--- config.mk ---
export PLATFORM = sky130hd
export DESIGN_NAME = ook_remote_frame_encoder_top
export DESIGN_NICKNAME = d
export VERILOG_FILES = /design/src/rtl/ookenc_pkg.sv /design/src/rtl/ook_remote_frame_encoder_top.sv
export SDC_FILE = /design/constraint.sdc
export NUM_CORES = 1
export LEC_CHECK = 0
export ABC_AREA = 0
export ABC_CLOCK_PERIOD_IN_PS = 2000
export BUFFER_PORTS_ARGS = -buffer_cell sky130_fd_sc_hd__buf_2
export CORE_ASPECT_RATIO = 0.8
export CORE_MARGIN = 1.5
export CORE_UTILIZATION = 51
export CTS_CLUSTER_SIZE = 16
export DETAILED_ROUTE_END_ITERATION = 16
export GPL_TIMING_DRIVEN = 0
export PLACE_DENSITY = 0.75
export RECOVER_POWER = 50
export SLEW_MARGIN = 40
export SYNTH_ARGS = -nofsm -noshare
export SYNTH_HDL_FRONTEND = slang
export SYNTH_SLANG_ARGS = --single-unit
--- constraint.sdc ---
create_clock -name clk -period 2 [get_ports clk]
set_input_delay 0.5 -clock clk [delete_from_list [all_inputs] [get_ports clk]]
set_output_delay 0.5 -clock clk [all_outputs]
set_load 0.02 [all_outputs]
--- src/rtl/ookenc_pkg.sv ---
// Shared constants and types for the OOK remote frame encoder.
`default_nettype none
package ookenc_pkg;

  localparam int unsigned PREAMBLE_TICKS = 32;
  localparam int unsigned FRAME_BITS     = 24;
  localparam int unsigned TICKS_PER_BIT  = 4;

  localparam int unsigned ADDR_W   = 20;
  localparam int unsigned NIBBLE_W = 4;
  localparam int unsigned REP_W    = 4;
  localparam int unsigned CFG_W    = ADDR_W;
  localparam int unsigned PRE_W    = $clog2(PREAMBLE_TICKS);
  localparam int unsigned BITPOS_W = $clog2(FRAME_BITS);
  localparam int unsigned TICK_W   = $clog2(TICKS_PER_BIT);

  localparam logic [PRE_W-1:0]    PRE_LAST  = PRE_W'(PREAMBLE_TICKS - 1);
  localparam logic [BITPOS_W-1:0] BIT_LAST  = BITPOS_W'(FRAME_BITS - 1);
  localparam logic [TICK_W-1:0]   TICK_LAST = TICK_W'(TICKS_PER_BIT - 1);

  // Configuration register indexes
  typedef enum logic [0:0] {
    REG_DEVICE_ADDRESS = 1'b0,
    REG_REPEAT_COUNT   = 1'b1
  } cfg_reg_t;

  // Input item kinds
  typedef enum logic [0:0] {
    ACT_TICK  = 1'b0,
    ACT_START = 1'b1
  } action_t;

  typedef enum logic [2:0] {
    PH_IDLE     = 3'b001,
    PH_PREAMBLE = 3'b010,
    PH_DATA     = 3'b100
  } phase_t;

  typedef struct packed {
    logic pin_level;
    logic busy_res;
    logic frame_end;
  } result_t;

endpackage
`default_nettype wire

--- src/rtl/ook_remote_frame_encoder_top.sv ---
// Top level of the OOK remote frame encoder: frame sequencer and output buffer.
//
//  channel | signals                         | content
//  --------+---------------------------------+-------------------------------------
//  in      | s_tvalid s_tready s_tdata s_tuser | tdata: data_nibble; tuser: action
//  out     | m_tvalid m_tready m_tdata m_tlast | tdata: pin_level, busy_res; tlast: frame_end
//  cfg     | cfg_we cfg_index cfg_data       | device_address (0), repeat_count (1)
//
// One item per cycle while s_tready is high: the sequencer state updates in the cycle of
// acceptance, and the result is registered in the output register or, under a stall, the skid.
// A two-entry output buffer (result register plus skid) keeps the input open for one
// more item while the output is stalled; s_tready drops only when both are full.
// rst clears the sequencer to idle with the pin high, and repeat_count to 5.
`default_nettype none
module ook_remote_frame_encoder_top
  import ookenc_pkg::*;
(
  input  wire logic             clk,
  input  wire logic             rst,
  input  wire logic             s_tvalid,
  output logic                  s_tready,
  input  wire logic [7:0]       s_tdata,   // [3:0] data_nibble, [7:4] zero
  input  wire logic             s_tuser,   // [0] action
  output logic                  m_tvalid,
  input  wire logic             m_tready,
  output logic [7:0]            m_tdata,   // [0] pin_level, [1] busy_res, [7:2] zero
  output logic                  m_tlast,   // frame_end
  input  wire logic             cfg_we,
  input  wire logic [0:0]       cfg_index,
  input  wire logic [CFG_W-1:0] cfg_data
);

  logic [ADDR_W-1:0]   device_address;
  logic [REP_W-1:0]    repeat_count;

  phase_t              phase, phase_next;
  logic [PRE_W-1:0]    pre_cnt, pre_cnt_next;
  logic [BITPOS_W-1:0] bit_pos, bit_pos_next;
  logic [TICK_W-1:0]   tick, tick_next;
  logic [FRAME_BITS-1:0] frame_word, frame_word_next;
  logic [REP_W-1:0]    repeats_left, repeats_left_next;
  logic                pin, pin_next;
  logic                fend;
  logic                cur_bit;

  result_t             res, out_res, skid_res;
  logic                skid_valid;
  logic                accept;

  assign accept   = s_tvalid && s_tready;
  assign s_tready = !skid_valid;

  always_ff @(posedge clk) begin
    if (rst) begin
      device_address <= '0;
      repeat_count   <= REP_W'(5);
    end else if (cfg_we) begin
      unique case (cfg_index)
        REG_DEVICE_ADDRESS: device_address <= cfg_data[ADDR_W-1:0];
        REG_REPEAT_COUNT:   repeat_count   <= cfg_data[REP_W-1:0];
        default: ;
      endcase
    end
  end

  assign cur_bit = frame_word[BIT_LAST - bit_pos];

  always_comb begin
    phase_next        = phase;
    pre_cnt_next      = pre_cnt;
    bit_pos_next      = bit_pos;
    tick_next         = tick;
    frame_word_next   = frame_word;
    repeats_left_next = repeats_left;
    pin_next          = pin;
    fend              = 1'b0;
    if (s_tuser == ACT_START) begin
      frame_word_next   = {device_address, s_tdata[NIBBLE_W-1:0]};
      pre_cnt_next      = '0;
      bit_pos_next      = '0;
      tick_next         = '0;
      repeats_left_next = repeat_count;
      phase_next        = PH_PREAMBLE;
    end else begin
      unique case (phase)
        PH_PREAMBLE: begin
          pin_next = (pre_cnt == '0);
          if (pre_cnt == PRE_LAST) begin
            pre_cnt_next = '0;
            phase_next   = PH_DATA;
          end else begin
            pre_cnt_next = pre_cnt + 1'b1;
          end
        end
        PH_DATA: begin
          pin_next = cur_bit ? (tick != TICK_LAST) : (tick == '0);
          tick_next = tick + 1'b1;
          if (tick == TICK_LAST) begin
            if (bit_pos == BIT_LAST) begin
              // end of frame: repeat or go idle
              fend         = 1'b1;
              bit_pos_next = '0;
              pre_cnt_next = '0;
              if (repeats_left != '0) begin
                repeats_left_next = repeats_left - 1'b1;
                phase_next        = PH_PREAMBLE;
              end else begin
                phase_next = PH_IDLE;
              end
            end else begin
              bit_pos_next = bit_pos + 1'b1;
            end
          end
        end
        default: ;
      endcase
    end
    res.pin_level = pin_next;
    res.busy_res  = (phase_next != PH_IDLE);
    res.frame_end = fend;
  end

  always_ff @(posedge clk) begin
    if (rst) begin
      phase        <= PH_IDLE;
      pre_cnt      <= '0;
      bit_pos      <= '0;
      tick         <= '0;
      repeats_left <= '0;
      pin          <= 1'b1;
    end else if (accept) begin
      phase        <= phase_next;
      pre_cnt      <= pre_cnt_next;
      bit_pos      <= bit_pos_next;
      tick         <= tick_next;
      repeats_left <= repeats_left_next;
      pin          <= pin_next;
    end
  end

  always_ff @(posedge clk) begin
    if (rst) begin
      frame_word <= '0;
    end else if (accept) begin
      frame_word <= frame_word_next;
    end
  end

  // Output register with a skid stage behind it
  always_ff @(posedge clk) begin
    if (rst) begin
      m_tvalid   <= 1'b0;
      skid_valid <= 1'b0;
    end else if (m_tready || !m_tvalid) begin
      if (skid_valid) begin
        m_tvalid   <= 1'b1;
        skid_valid <= 1'b0;
      end else begin
        m_tvalid <= accept;
      end
    end else if (accept) begin
      skid_valid <= 1'b1;
    end
  end

  always_ff @(posedge clk) begin
    if (m_tready || !m_tvalid) begin
      out_res <= skid_valid ? skid_res : res;
    end else if (accept) begin
      skid_res <= res;
    end
  end

  assign m_tdata = {6'b0, out_res.busy_res, out_res.pin_level};
  assign m_tlast = out_res.frame_end;

  // The skid stage fills only behind a stalled result
  a_skid_behind_out: assert property (@(posedge clk) disable iff (rst)
    skid_valid |-> m_tvalid)
    else $error("skid entry without a result ahead of it");

  a_preamble_counters: assert property (@(posedge clk) disable iff (rst)
    (phase == PH_PREAMBLE) |-> (bit_pos == '0 && tick == '0))
    else $error("bit counters not clear in preamble");

  a_data_precnt: assert property (@(posedge clk) disable iff (rst)
    (phase == PH_DATA || phase == PH_IDLE) |-> (pre_cnt == '0))
    else $error("preamble counter not clear outside preamble");

  a_start_restarts: assert property (@(posedge clk) disable iff (rst)
    (accept && s_tuser == ACT_START) |=> (phase == PH_PREAMBLE && pre_cnt == '0))
    else $error("start did not restart the frame");

  a_fend_busy: assert property (@(posedge clk) disable iff (rst)
    (accept && fend) |=> ($past(repeats_left) != '0) == (phase == PH_PREAMBLE))
    else $error("frame end did not repeat or idle as expected");

endmodule
`default_nettype wire
Word level (Yosys, flattened, before mapping)
Cells that the tools add are included.
W data, S select, Z words.
{ "totals": {"wordCells": 88, "output_inout_bits": 11, "input_bits": 35, "reg_bits": 76} }
{ "op_classes": {"addsub": 5, "bitwise_logic": 2, "n_reduce_logical": 21, "n_eq_ne": 9, "n_mux": 33, "order_cmp": 1} }
{ "op_table": {"columns": ["cell", "n"], "rows": [
  ["$mux W5", 8],
  ["$mux W4", 5],
  ["$mux W3", 5],
  ["$add A5 B1 Y5 const B", 2],
  ["$eq A5 B5 Y1 const B", 2],
  ["$pmux W5 S2", 1],
  ["$reduce_and A2 Y1", 5],
  ["$mux W1", 8],
  ["$reduce_bool A2 Y1", 4],
  ["$lt A5 B6 Y1 const B", 1],
  ["$mux W2", 3],
  ["$ne A3 B3 Y1 const B", 2],
  ["$pmux W3 S2", 1],
  ["$bmux W1 S5", 1],
  ["$logic_not A5 Y1", 1],
  ["$reduce_and A5 Y1", 1],
  ["$sub A5 B5 Y5 const A", 1],
  ["$reduce_and A4 Y1", 1],
  ["$reduce_bool A4 Y1", 1],
  ["$sub A4 B1 Y4 const B", 1],
  ["$eq A3 B2 Y1 const B", 1],
  ["$eq A3 B3 Y1 const B", 1],
  ["$ne A3 B1 Y1 const B", 1],
  ["$reduce_and A3 Y1", 1],
  ["other kinds (11)", 13]
]} }

Depth between registers and ports, before layout
{ "logic_depth": {"ltp_word": 8, "mapped_depth": 9, "depth_no_buf": 9} }

Worst setup path after synthesis
No wires, ideal clock.
{ "synth_timing": {"path_kind": "flip-flop to flip-flop", "start": "register pre_cnt[0]", "end": "register out_res (netlist bit m_tdata[1]) (data pin)", "setup_time_ns": 0.260, "period_less_slack_ns": 1.967, "path_buffers": 0, "arrival_ns": 1.707, "t_required_ns": 1.740, "path_stages_with_launch": 9, "slack_ns": 0.033, "path_cell_list": "dfxtp_1 ha_1 and3_1 ha_1 nor2b_1 o21ai_0 a21oi_1 or2_1 mux2_2"} }
{ "synth_lines": {"columns": ["element", "line_no", "source"], "rows": [
  ["start, declared", "ook_remote_frame_encoder_top.sv:37", "logic [PRE_W-1:0] pre_cnt, pre_cnt_next;"],
  ["start signal, assigned", "ook_remote_frame_encoder_top.sv:133", "pre_cnt <= pre_cnt_next;"],
  ["end signal, assigned", "ook_remote_frame_encoder_top.sv:168", "out_res <= skid_valid ? skid_res : res;"],
  ["end, declared", "ook_remote_frame_encoder_top.sv:46", "result_t res, out_res, skid_res;"]
]} }

==> impl_results.md <==
- Outcome: finished, violations left
- Failing checks: setup timing
- Crit start category: register
- Relative slew margins: 0.608
- Register area share after synthesis: 0.459
- HP Class: input pin to register
- Static leakage: 1.52 nW
- Hold Crit Start: cfg_data[8]
- Req. time, crit path: 2.12 ns
- CTS Buf Count: 9
- Share of layout cells above drive strength 1: 0.209
- DRC: 0
- Crit path from: pre_cnt[1]
- I/O pins: 46
- DP Cell Count: 545
- Max stage delay on crit path: 0.34 ns
- Yosys cell types: 51
- Sink Count: 76
- TritonCTS clock tree: yes
- Fin crit share: 1.05
- Finish-stage setup viols: 1
- Die Y: 76.5 um
- Area delta synth->final: 21.0%
- Ant. Diodes: 0
- Post-Synthesis Cells: 423
- Tmin final: 2.10 ns
- Die Width: 94.9 um
- Max VDD drop: 0.428 mV
- Core area: 0.00647 mm2
- Via count: slightly above 3000
- Die Area: around 0.0073 mm2
- Setup repair after global routing missed its margin: yes
- CP Max Fanout: 2
- Fin area: around 0.0042 mm2
- Crit-path cells: ha_4 > and3_4 > ha_4 > nor2b_4 > o21ai_1 > a21oi_1 > or2_1 > mux2_4
- IO Port Bufs: 33
- Largest net degree at the start of global routing: 16
- Setup crit end: m_tdata[1]
- Hold slack: between 0.3 and 0.4 ns
- DP HPWL: 5370 um
- Max Cap Violations: 0
- Area after DPL: 0.00373 mm2
- Drt via density: about 5.3
- Slowest cell on the critical path: dfxtp_2
- Clk_skew: 0.00602 ns
- Crit path kind: register to register
- Worst path arrival time: 2.21 ns
- RePlAce Congestion: 0.811
- Power Density: between 700 and 800 mW/mm2
- Top FF cell, synth: dfxtp_1
- Gr usage total: 0.235
- Reg2reg end: m_tdata[1]
- Worst setup EP type: register
- Yosys top cell by area: dfxtp_1
- Async S/R FF share, synth: 0
- Cts hold-fix bufs: 0
- WL/cell: 14.0 um
- Yosys reg bits: 76
- Yosys warns: 0
- Initial antenna violation count: 0
- Max clock buf depth: 2
- Clk_lat worst skew: 0.36 ns
- Slew @ Worst Pin: 0.588 ns
- Most used cell along the critical path: ha_4
- Starting Density: 0.532
- Fin nets: 527
- H-tree depth: 3
- Pre-antenna DRT Iters: 4
- Syn Area/Cell: 8.14 um2
- Clock Pin Slew Worst Setup and Hold Paths: about 0.090 ns
- Post-route non-filler standard cell count: 573
- Row count: 26
- Fmax: 477 MHz
- Total gr overflow: 0
- Final Max Tran Viols: 0
- Synth top area share: 0.407
- Reg2Reg Launch Point: pre_cnt[1]
- Setup slack, reg-to-reg: -0.1 ns
- DRT Wirelength: 8050 um
- Final hold viol count: 0
- Drt initial violations: about 200
- Largest cells by area after synthesis: dfxtp_1 41%, nand2_1 12%, a21oi_1 9.2%
- Vias in the first global route: 2778
- Worst R2R Path Depth: 8
- Mapped Area: 0.00344 mm2
- EDFF count, synth: 6
- Global-route wire length before repair: 13200 um
- Final WS setup: -0.0969 ns
- ANT nets after route: 0
- Clock Root Buffer: clkbuf_8
cells by family (layout without fill, tap and decap cells):
family	after synthesis	in the layout	synth area share
and+or+nand+nor	181	181	0.235
AOI/OAI and AO/OA	99	99	0.163
DFF	76	76	0.459
buffers and inverters	41	102	0.0596
muxes	14	14	0.0458
adders and majority gates	8	8	0.0291
xor gates and xnor gates	3	3	0.00763
other	1	6	0.00109
registers in the layout, summed over array words and instances (netlist names):
signal and flops:
frame_word 24, device_address 20, bit_pos 5, pre_cnt 5, repeat_count 4, repeats_left 4
phase 3, skid_res 3, m_tdata 2, tick 2, m_tlast 1, m_tvalid 1
pin 1, skid_valid 1
layout make-up:
cell class	instances	area (um2)
multi-input cells	311	1800
inverters	12	45.0
repair buffers	45	249
flip-flops and latches	76	1590
clock buffers	9	124
fillers	556	2300
well taps	84	105
clock inverters	7	81.3
plain buffers	29	170
cells in the mapped netlist, drive strengths merged, types with 2 or more instances:
cell / instances
a31oi: 4
dfxtp: 70
nor2: 25
and3: 2
o21ai: 17
or4: 2
ha: 8
nor3: 4
nand4: 3
a2bb2oi: 2
a21oi: 63
nand3: 10
nand2b: 7
nor3b: 2
inv: 12
mux2i: 9
nor2b: 6
a211oi: 2
clkbuf: 11
mux2: 4
or3: 3
and2: 2
edfxtp: 6
a22oi: 3
nand2: 110
xnor2: 2
buf: 18
cells in the final DEF (no fill, tap or decap), types with 4 or more instances in the layout:
cell type and instances:
nand3_1 10, a21oi_1 61, dfxtp_2 6, mux2i_1 9, conb_1 6, buf_4 19
nor3_1 4, buf_2 30, nand2b_1 7, nor2b_1 5, edfxtp_1 6, inv_1 11
o21ai_0 12, nor2_1 23, nand2_1 110, ha_4 5, clkbuf_8 10, clkbuf_1 20
dfxtp_1 63
power breakdown:
group          internal, W  switching [W]
registers          0.00158      0.0000365
logic             0.000126       0.000193
clock network     0.000596       0.000626
total              0.00230       0.000855
critical path: cells and delay by family (launching register included):
family / cells / cell delay [ns]
simple gates: 3 / 0.59
compound gates: 2 / 0.36
flops: 1 / 0.34
fa+ha+maj: 2 / 0.30
mux: 1 / 0.26
per-stage QoR:
stage                      util  power (W)  worst slack (ns)  TNS, ns
after CTS                 0.630    0.00317            0.0158        0
after floorplan               -    0.00184            0.0330        0
after global routing      0.644    0.00330            -0.135   -0.135
after detailed placement  0.577    0.00194            -0.149   -0.257
final                     0.644    0.00316           -0.0969  -0.0969
after global placement    0.577    0.00193            -0.109   -0.141
per-layer routing:
metal  GRT usage  wire length, um
met1       0.335             3940
met2       0.341             3530
met3      0.0699              495
met4      0.0687               82
met5           0                0
how the worst min path moves through the flow:
stage                                    end  slack (ns)  cells after the start
after floorplan               frame_word[16]        0.43                      2
after global placement         frame_word[8]        0.44                      2
after detailed placement      frame_word[16]        0.45                      2
after CTS                 device_address[16]        0.35                      3
after global routing      device_address[16]        0.35                      3
final                      device_address[8]        0.37                      3
repair_timing:
item                       4_1_cts  5_1_grt
setup endpoints to repair        5        7
pin swaps                        7        5
buffers inserted                 9        3
resized for setup               18       19
cloned                           0        0
No activity file was read; power rests on OpenSTA's default activity.
